### src/fbfl_ram.sv
// Generic single-clock RAM: one write port, one read port with registered data.
`default_nettype none

module fbfl_ram #(
	parameter int WIDTH = 8,
	parameter int DEPTH = 16
) (
	input  wire logic                     clk,
	input  wire logic                     we,
	input  wire logic [$clog2(DEPTH)-1:0] waddr,
	input  wire logic [WIDTH-1:0]         wdata,
	input  wire logic                     re,
	input  wire logic [$clog2(DEPTH)-1:0] raddr,
	output logic      [WIDTH-1:0]         rdata
);

	logic [WIDTH-1:0] mem [DEPTH];

	always_ff @(posedge clk) begin
		if (we) begin
			mem[waddr] <= wdata;
		end
		if (re) begin
			rdata <= mem[raddr];
		end
	end

endmodule

`default_nettype wire

### config.mk
export PLATFORM = sky130hd
export DESIGN_NAME = fbfl_ram
export DESIGN_NICKNAME = d
export VERILOG_FILES = /design/src/fbfl_ram.sv
export SDC_FILE = /design/constraint.sdc
export NUM_CORES = 1
export LEC_CHECK = 0
export BUFFER_PORTS_ARGS = -buffer_cell sky130_fd_sc_hd__buf_4
export CELL_PAD_IN_SITES_DETAIL_PLACEMENT = 2
export CELL_PAD_IN_SITES_GLOBAL_PLACEMENT = 2
export CORE_AREA = 2 2 100 126
export CTS_CLUSTER_SIZE = 24
export DETAILED_ROUTE_END_ITERATION = 6
export DIE_AREA = 0 0 102 128
export GPL_TIMING_DRIVEN = 0
export HOLD_SLACK_MARGIN = 0.06
export PLACE_DENSITY_LB_ADDON = 0.1
export SYNTH_ARGS = -nofsm -noshare
export SYNTH_HDL_FRONTEND = slang
export SYNTH_SLANG_ARGS = --single-unit
### constraint.sdc
create_clock -name clk -period 2.1 [get_ports clk]
set_input_delay 0.42 -clock clk [delete_from_list [all_inputs] [get_ports clk]]
set_output_delay 0.42 -clock clk [all_outputs]
set_load 0.005 [all_outputs]
Word-level counts from Yosys, hierarchy flattened
Memories as Yosys holds them, arrays and structs flattened. A register that Yosys moved wholly into a read port is not among the register bits.
Cells that the tools add are included.
Operators by class
  $lt $le $gt $ge: 0
  mux-type cells: 2
  div/mod/pow operators: 0
  bitwise gates (word level): 0
  shift operators: 0
  eq/ne operators: 0
  multiply operators: 0
  add/subtract/negate cells: 0
  reductions and logical operators: 0
Operators by type and width (count)
  $mux W1: 2
Word-level totals
  bits of input ports: 19
  word-level logic and storage cells: 3
  ROM bits: 0
  memories kept: 1
  register bits after elaboration: 0
  memory bits (writable): 128
  latch bits: 0
  output and inout port bits: 8
Memories
  mem: depth 16, width 8, rd ports 1, clocked after memory_dff 1, wr ports 1, line 17  | logic [WIDTH-1:0] mem [DEPTH];

Longest topological paths before layout
Gate-level depths: netlist of run 1.
  depth in word-level cells: 2
  gate-level depth with buffers: 5
  gate-level depth less buffers: 3

Worst setup path after synthesis of run 1
Ideal clock, no wire load.
  kind: input to register
  from: input port waddr[2]
  to: memory mem[0][0] (enable)
  stages on the path: 2
  data arrival time: 1.530 ns
  required time: 1.717 ns
  library setup time: 0.383 ns
  setup slack: 0.187 ns
  buffers on the path: 0
  cell sequence: or3b_2 nor3_1
RTL lines
  start: declaration: line 10  | input wire logic [$clog2(DEPTH)-1:0] waddr,
  end: declaration: line 17
Straight into the memory's write port.

Final worst setup path of run 1
  from: input port waddr[2]
  to: memory mem[8][5] (enable)
Straight into the memory's write port.

==> impl_metrics.tcl, run 1 <==
set metrics [dict create \
    status "finished, final reports clean" \
    fin_crit_ps 1850 \
    pin_count 27 \
    die_h_um 128 \
    drt_iter0_drc 282 \
    whs_ps 293 \
    nFillCells 1057 \
    wirelength_um 12400 \
    gr-total-overflow 0 \
    wl_per_cell_um 27.5 \
    multi_input_area_um2 1070 \
    fin_skew_ps 9.83 \
    path_max_fanout 8 \
    layout_common_cells "edfxtp_1 (136), buf_4 (27), mux4_2 (18)" \
    via_per_inst 5.50 \
    path_class "in2reg" \
    synthAdderAreaFrac_pct 0 \
    ant_nets 0 \
    yosys.area_share.simple_pct 3.14 \
    switching_power_mw 1.31 \
    synth_nets 248 \
    max_stage_delay_ps 1050 \
    synth.avg_cell_area_um2 22.8 \
    core_um2 11900 \
    dp.cells 419 \
    htreeDepth 4 \
    ir_worst_vdd_v 0.000764 \
    setup_viol 0 \
    first_pass_iters 4 \
    combPwrFrac_pct 4.9 \
    use_met1_pct 27.0 \
    max-clock-path-buffers 2 \
    grt_max_degree 17 \
    p_clk_share_pct 47.6 \
    rows 45 \
    path_buf_inv 1 \
    grtUsageMet3_pct 4.14 \
    final_common_cell "edfxtp_1" \
    post_cts_buffers 0 \
    post-route-util_pct 52.3 \
    final_layout_size_suffix_gt1_share_pct 30.1 \
    power.internal_mw 5.17 \
    synth.area.top_cells "edfxtp_1 (78%), mux4_2 (7.8%), mux4_1 (7.0%)" \
    clk_latency_ps 410 \
    cp_data_arrival_time_ps 1870 \
    max_freq_ghz 0.541 \
    path_delay_family "simple AND/OR/NAND/NOR gates" \
    netlist.area_leader.share_pct 78.1 \
    cts-root-buf "clkbuf_16" \
    antenna-diode-count 0 \
    clk_pin_slew_ps 60 \
    drv_cap 0 \
    numPortBuffers 25 \
    cts_tree "built" \
    synthXorXnorAreaFrac_pct 0 \
    hold_path_class "in2reg" \
    antenna_found_initial 0 \
    gp_congestion 0.747 \
    critical_path_required_ps 2120 \
    grt_pass1_wl_um 18100 \
    yosys_warnings 0 \
    synth_top_family_by_area "multiplexers" \
    yosysUniqueCellTypes 18 \
    die_area_um2 13100 \
    clock_sinks 136 \
    synth_cells 229 \
    swShare_pct 20.2 \
    busiest_layer "met2" \
    dp_hpwl_um 7990 \
    synth_compound_gate_area_share_pct 2.30 \
    die_width_um 102 \
    grt.met2_usage_pct 34.9 \
    initial_core_util_pct 43.8 \
    numCtsBuffers 17 \
    seq_area_um2 4080 \
    start_kind "input port" \
    synthMuxAreaShare_pct 14.8 \
    crit_slowest_cell "nor3_1" \
    nets 293 \
    fin_tns_setup_ps 0 \
    tightest_slew_ps 1320 \
    first_global_vias 2734 \
    cellPowerDensity_nw_per_um2 1040 \
    pwr-share-seq_pct 47.5 \
    yosysSeqAreaShare_pct 78.1 \
    vias 2477 \
    end_kind "flop" \
    drc 0 \
    grtUsageTotal_pct 20.9 \
    synth_area_um2 5230 \
    synth_top_area_cell "edfxtp_1" \
    power_leakage_nw 2.08 \
    max_slew_margin_pct 11.6 \
    slew_viol_final 0 \
    area_delta_synth_final_pct 19.5 \
    ys_seq_elements 136 \
    worstPathCellList "buf_4 > nand3b_1 > nor3_1" \
    rsz0062_at_grt "no" \
    period_share_pct 88.0 \
    instances_no_fill 450 \
    finalHoldViolations 0 \
]
-- per-stage QoR --
stage	cell area (um^2)	worst slack [ps]	power [mW]
2_1_floorplan	5230	187	3.28
3_3_place_gp	5620	-456	3.44
3_5_place_dp	5630	-496	3.46
4_1_cts	6240	215	6.53
5_1_grt	6250	169	6.63
6_report	6250	251	6.48
-- routing by layer --
metal | vias to the layer above | share of wire, % | routed length (um)
met2 | 73 | 53 | 6570
met3 | 15 | 3.3 | 404
li1 | 1070 | - | -
met4 | 0 | 1.6 | 197
met5 | - | 0 | 0
met1 | 1319 | 42 | 5190
-- worst register-to-register path, delay by kind of cell, from the launching register on --
| family | cells | cell delay (ps) |
|---|---|---|
| simple gates | 1 | 90 |
| compound gates | 1 | 360 |
| mux | 1 | 580 |
| flops | 1 | 380 |
-- logic make-up after synthesis --
family / count (synthesis)
AOI/OAI and AO/OA: 16
and+or+nand+nor: 35
DFF: 136
buffers and inverters: 10
muxes: 32
-- synthesized netlist by cell type, drive strengths merged --
cell / n
a22oi: 16
nand3: 1
nand2: 9
and2: 1
clkdlybuf4s25: 3
and2b: 1
edfxtp: 136
nor2b: 1
nor2: 13
nand2b: 2
nor3: 4
buf: 7
nand3b: 2
or3b: 1
mux4: 32
-- state kept, by name (all words and copies together), names as in the netlist --
name / flops
mem: 128
rdata: 8
-- path summary, 6_finish.rpt --
path,from,to,slack (ps),cells after the start
worst min-delay path,re,rdata[6],290,1
worst min register to register,mem[12][3],rdata[3],760,3
worst max register to register,mem[1][3],rdata[3],450,3
worst max-delay path,waddr[2],mem[8][5],250,3
-- area by class of cell --
cell class / count / area share [%]
Clock inverter: 12 / 2.84
Tap cell: 164 / 3.28
Buffer: 10 / 1.38
Sequential cell: 136 / 65.4
Multi-Input combinational cell: 83 / 17.1
Timing Repair Buffer: 26 / 3.12
Clock buffer: 19 / 6.93
-- power groups by stage --
| stage | sequential (mW) | clock (mW) | combinational, mW |
|---|---|---|---|
| global route | 3.08 | 3.21 | 0.345 |
| global placement | 3.13 | 0 | 0.313 |
| CTS | 3.08 | 3.12 | 0.329 |
| detailed placement | 3.13 | 0 | 0.325 |
| floorplan | 3.13 | 0 | 0.154 |
| finish | 3.08 | 3.09 | 0.319 |
-- what timing repair did --
action | 4_1_cts | 5_1_grt
hold buffers | 0 | 0
gates resized for setup | 1 | 0
endpoints found under the setup margin | 8 | 0
Note: power is estimated with default switching activity, not from simulation.
==> run 2: changes to the inputs <==
ABC_AREA = 1   (was unset)
CORE_AREA = 2 2 110 139   (was 2 2 100 126)
CTS_CLUSTER_SIZE = unset   (was 24)
DIE_AREA = 0 0 112 141   (was 0 0 102 128)
==> impl_metrics.tcl, run 2 <==
set metrics [dict create \
    cts-root-buf "clkbuf_16" \
    grt_max_degree 17 \
    gp_congestion 0.792 \
    post_cts_buffers 0 \
    clk_pin_slew_ps 60 \
    cts_tree "built" \
    max-clock-path-buffers 2 \
    area_delta_synth_final_pct 17.5 \
    crit_slowest_cell "nor2_1" \
    path_delay_family "simple AND/OR/NAND/NOR gates" \
    numCtsBuffers 17 \
    max_freq_ghz 0.617 \
    rows 50 \
    slew_viol_final 0 \
    drt_iter0_drc 190 \
    final_layout_size_suffix_gt1_share_pct 13.1 \
    synth_edf_count 136 \
    synth.area.top_cells "edfxtp_1 (70%), nand2_1 (11%), nand3_1 (8.3%)" \
    wirelength_um 18000 \
    rsz0062_at_grt "no" \
    fin_tns_setup_ps 0 \
    numPortBuffers 23 \
    reg_top3 "mem (128), rdata (8)" \
    fin_crit_ps 1620 \
    reg2reg_slack_ps 830 \
    pin_count 27 \
    r2r-end "rdata[5]" \
    drv_cap 0 \
    hold_path_class "in2reg" \
    max_stage_delay_ps 880 \
    antenna-diode-count 0 \
    gr-total-overflow 0 \
    first_pass_iters 4 \
    wl_per_cell_um 22.9 \
    clock_sinks 136 \
    layout_common_cells "nand2_1 (173), edfxtp_1 (136), inv_1 (100)" \
    finalHoldViolations 0 \
    cp_data_arrival_time_ps 1660 \
    worstPathCellList "buf_4 > nand3b_1 > nor2_1" \
    final_common_cell "nand2_1" \
    worstHoldStart "re" \
    nets 612 \
    max_slew_margin_pct 25.1 \
    grtUsageTotal_pct 24.7 \
    nFillCells 1500 \
    initial_core_util_pct 39.9 \
    largest_reg_flops 128 \
    fin_skew_ps 6.32 \
    yosysMostFrequentCell "nand2_1" \
    yosysSeqAreaShare_pct 69.8 \
    synth_top_area_cell "edfxtp_1" \
    tightest_slew_ps 1120 \
    critical_path_required_ps 2140 \
    worstRegToRegCells 6 \
    path_buf_inv 1 \
    core_um2 14600 \
    start_kind "input port" \
    synth_cells 551 \
    path_class "in2reg" \
    r2r-start "mem[10][5]" \
    status "finished, final reports clean" \
    ys_seq_elements 136 \
    synth.avg_cell_area_um2 10.6 \
    yosysUniqueCellTypes 11 \
    instances_no_fill 787 \
    synth_nets 570 \
    synth-async-reset-ratio_pct 0 \
    setup_viol 0 \
    first_global_vias 4586 \
    grt_pass1_wl_um 28000 \
    crit_cells 3 \
    holdPathEnd "rdata[3]" \
    dp.cells 756 \
    antenna_found_initial 0 \
    drc 0 \
    die_area_um2 15800 \
    power_leakage_nw 2.94 \
    yosys_warnings 0 \
    holdBufCountCts 0 \
    ant_nets 0 \
    min_path_cells 1 \
    end_kind "flop" \
    via_per_inst 5.16 \
    cellPowerDensity_nw_per_um2 975 \
    synth_area_um2 5850 \
    netlist_top_cells_count "nand2_1 (173), edfxtp_1 (136), inv_1 (100)" \
    dp_hpwl_um 11800 \
    die_width_um 112 \
    cts_resized 0 \
    die_h_um 141 \
    synthFlopType "edfxtp_1" \
    htreeDepth 4 \
    vias 4057 \
    path_max_fanout 8 \
    ir_worst_vdd_v 0.000506 \
    clk_latency_ps 430 \
    top_register "mem" \
    period_share_pct 77.2 \
    netlist.area_leader.share_pct 69.8 \
]
==> run 2: changes by cell type after synthesis, moves of 4 or more <==
cell     change
a22oi_1     -16
buf_2       +10
inv_1      +100
mux4_1      -14
mux4_2      -18
nand2_1    +164
nand3_1     +96
nor2_1       +4
nor3_1       -4
==> run 2: cell families (layout without fill, tap and decap cells) <==
logic type / Yosys count / after routing / share of synthesized area, %
simple gates: 289 / 289 / 20.8
flops: 136 / 136 / 69.8
buf+inv: 126 / 180 / 9.39
==> run 2: report_power, final <==
part	internal, mW	switching, mW
registers	3.06	0.0168
clock network	1.99	1.20
logic	0.129	0.307
==> run 2: layer usage <==
metal  GRT usage (%)  vias to the layer above  part of all wire, %
li1                -                     1871                    -
met1            32.0                     2060                   43
met2            41.4                      103                   51
met3            4.99                       23                  4.2
met4            8.92                        0                  2.0
met5               0                        -                    0
==> run 2: metrics by stage <==
step / util (%) / total power [mW] / instance area (um^2) / hold WS (ps) / setup WS [ps]
6_report: 46.9 / 6.70 / 6870 / 305 / 480
5_1_grt: 46.9 / 6.89 / 6870 / 290 / 395
4_1_cts: 46.9 / 6.76 / 6870 / 282 / 471
3_5_place_dp: 42.7 / 3.57 / 6250 / 732 / 77.7
3_3_place_gp: 42.7 / 3.54 / 6250 / 722 / 149
2_1_floorplan: - / 3.34 / 5850 / 519 / 729
==> run 2: worst max path at each step <==
stage / startpoint / end / slack [ps]
CTS: waddr[2] / mem[9][6] / 470
finish: waddr[2] / mem[9][0] / 480
global route: waddr[2] / mem[9][7] / 400
detailed placement: waddr[3] / mem[5][1] / 80
global placement: waddr[3] / mem[4][1] / 150
floorplan: waddr[2] / mem[10][0] / 730
==> run 2: final cells by class <==
| class | instances | area [um^2] | share of cell area [%] |
|---|---|---|---|
| plain buffers | 24 | 166 | 2.42 |
| inverters | 102 | 383 | 5.57 |
| repair buffers | 23 | 173 | 2.51 |
| well taps | 182 | 228 | 3.31 |
| flip-flops and latches | 136 | 4080 | 59.4 |
| multi-input cells | 289 | 1210 | 17.7 |
| clock buffers | 17 | 425 | 6.19 |
| clock inverters | 14 | 200 | 2.91 |
==> run 3: changes to the inputs <==
ABC_AREA = 0   (was 1)
CORE_AREA = 2 2 102 129   (was 2 2 110 139)
DIE_AREA = 0 0 104 131   (was 0 0 112 141)
clock period = 1.35 ns   (was 2.1 ns; I/O delays follow)
==> impl_metrics.tcl, run 3 (same netlist as run 1, synthesis figures left out) <==
set metrics [dict create \
    status "complete, but fails checks" \
    violations "setup timing" \
    wl_met3_um 384 \
    first_global_vias 2679 \
    crit_slowest_cell "mux4_2" \
    cts-root-buf "clkbuf_16" \
    tightest_slew_ps 814 \
    min_path_cells 1 \
    core_um2 12400 \
    grtUsageTotal_pct 19.3 \
    final_common_cell "edfxtp_1" \
    dp_hpwl_um 7630 \
    gr-total-overflow 0 \
    die_width_um 104 \
    clk_latency_ps 410 \
    max_slew_margin_pct 45.6 \
    die_h_um 131 \
    slew_viol_final 0 \
    final_layout_size_suffix_gt1_share_pct 40.9 \
    worstRegToRegCells 3 \
    cp_data_arrival_time_ps 1670 \
    die_area_um2 13600 \
    rsz0062_at_grt "yes" \
    path_delay_family "multiplexers" \
    clock_sinks 136 \
    worstPathCellList "mux4_2 > a22oi_2 > nand2_1" \
    max_stage_delay_ps 490 \
    path_class "reg2reg" \
    cellPowerDensity_nw_per_um2 1600 \
    power.internal_mw 8.06 \
    numCtsBuffers 17 \
    crit_cells 3 \
    wl_met1_um 5350 \
    grt_pass1_wl_um 18000 \
    clk_pin_slew_ps 60 \
    ant_nets 0 \
    antenna-diode-count 0 \
    holdBufCountCts 0 \
    pwr-share-seq_pct 47.5 \
    critical_path_required_ps 1500 \
    ir_worst_vdd_v 0.000885 \
    path_buf_inv 0 \
    via_per_inst 5.35 \
    period_share_pct 113 \
    setup_viol 8 \
    first_pass_iters 4 \
    cts_tree "built" \
    total_power_mw 10.1 \
    htreeDepth 4 \
    numPortBuffers 25 \
    gp_congestion 0.728 \
    fin_crit_ps 1520 \
    route.top_layer_used "met4" \
    max_freq_ghz 0.657 \
    power_leakage_nw 2.03 \
    reg_top3 "mem (128), rdata (8)" \
    hold_path_class "in2reg" \
    nets 292 \
    wirelength_um 12100 \
    end_kind "flop" \
    wl_per_cell_um 26.5 \
    layout_common_cells "edfxtp_1 (136), mux4_2 (32), buf_4 (25)" \
    p_clk_share_pct 47.2 \
    swShare_pct 20.1 \
    combPwrFrac_pct 5.3 \
    max-clock-path-buffers 2 \
    top_register "mem" \
    switching_power_mw 2.02 \
    drv_cap 0 \
    drc 0 \
    fin_skew_ps 6.86 \
    start_kind "flop" \
    rows 46 \
    drt_iter0_drc 130 \
    wl_met2_um 6130 \
    initial_core_util_pct 42.0 \
    finalHoldViolations 0 \
    largest_reg_flops 128 \
    antenna_found_initial 0 \
    fin_ws_ps -171 \
    vias 2427 \
    grt_max_degree 17 \
    pin_count 27 \
    area_delta_synth_final_pct 20.7 \
    path_max_fanout 1 \
    whs_ps 138 \
]
[run 3: cell count changes in the layout (fill, tap and decap cells not counted), sizes merged, moves of 15 or more]
cell | previous run | this run
nand3 | 97 | 1
nand2 | 173 | 9
mux4 | 0 | 32
buf | 47 | 32
a22oi | 0 | 16
inv | 104 | 0
[run 3: worst register-to-register path, delay by kind of cell (launching register included)]
family          cells  cell delay [ps]
flops               1              400
mux                 1              500
simple gates        1              100
compound gates      1              270
[run 3: final timing paths]
| path | from | to | slack [ps] |
|---|---|---|---|
| setup / recovery | mem[1][4] | rdata[4] | -170 |
| hold / removal | re | rdata[7] | 140 |
| setup reg to reg | mem[1][4] | rdata[4] | -170 |
| hold reg to reg | mem[10][7] | rdata[7] | 770 |
[run 3: repair_timing]
| action | 4_1_cts | 5_1_grt |
|---|---|---|
| endpoints found under the hold margin | 0 | 0 |
| endpoints found under the setup margin | 32 | 32 |
| pin swaps | 2 | 3 |
| gates resized for setup | 11 | 4 |
| buffers inserted | 0 | 0 |
[run 3: routing by layer]
layer | vias to the layer above | global-route usage, %
li1 | 1062 | -
met1 | 1292 | 25.2
met2 | 62 | 32.0
met3 | 11 | 4.56
met4 | 0 | 7.55
met5 | - | 0
[run 3: final cells by class]
class / instances / area, um^2
Clock buffer: 18 / 429
Clock inverter: 14 / 181
Buffer: 10 / 120
Multi-Input combinational cell: 83 / 1090
Fill cell: 1127 / 6120
Tap cell: 168 / 210
Timing Repair Buffer: 25 / 188
Sequential cell: 136 / 4080
[run 3: through the flow]
step	TNS (ps)	instance area [um^2]	util, %	cells	worst slack, ps
floorplan	-1140	5250	-	229	-120
global placement	-44700	5650	45.4	422	-454
detailed placement	-46960	5650	45.4	422	-486
CTS	-990	6300	50.7	454	-164
global route	-1280	6310	50.7	454	-203
finish	-862	6310	50.7	454	-171
[run 3: power groups by stage]
stage / clock network [mW] / registers [mW] / logic, mW
global route: 4.99 / 4.79 / 0.582
detailed placement: 0 / 4.87 / 0.526
CTS: 4.83 / 4.79 / 0.552
floorplan: 0 / 4.87 / 0.266
global placement: 0 / 4.86 / 0.506
finish: 4.76 / 4.79 / 0.537
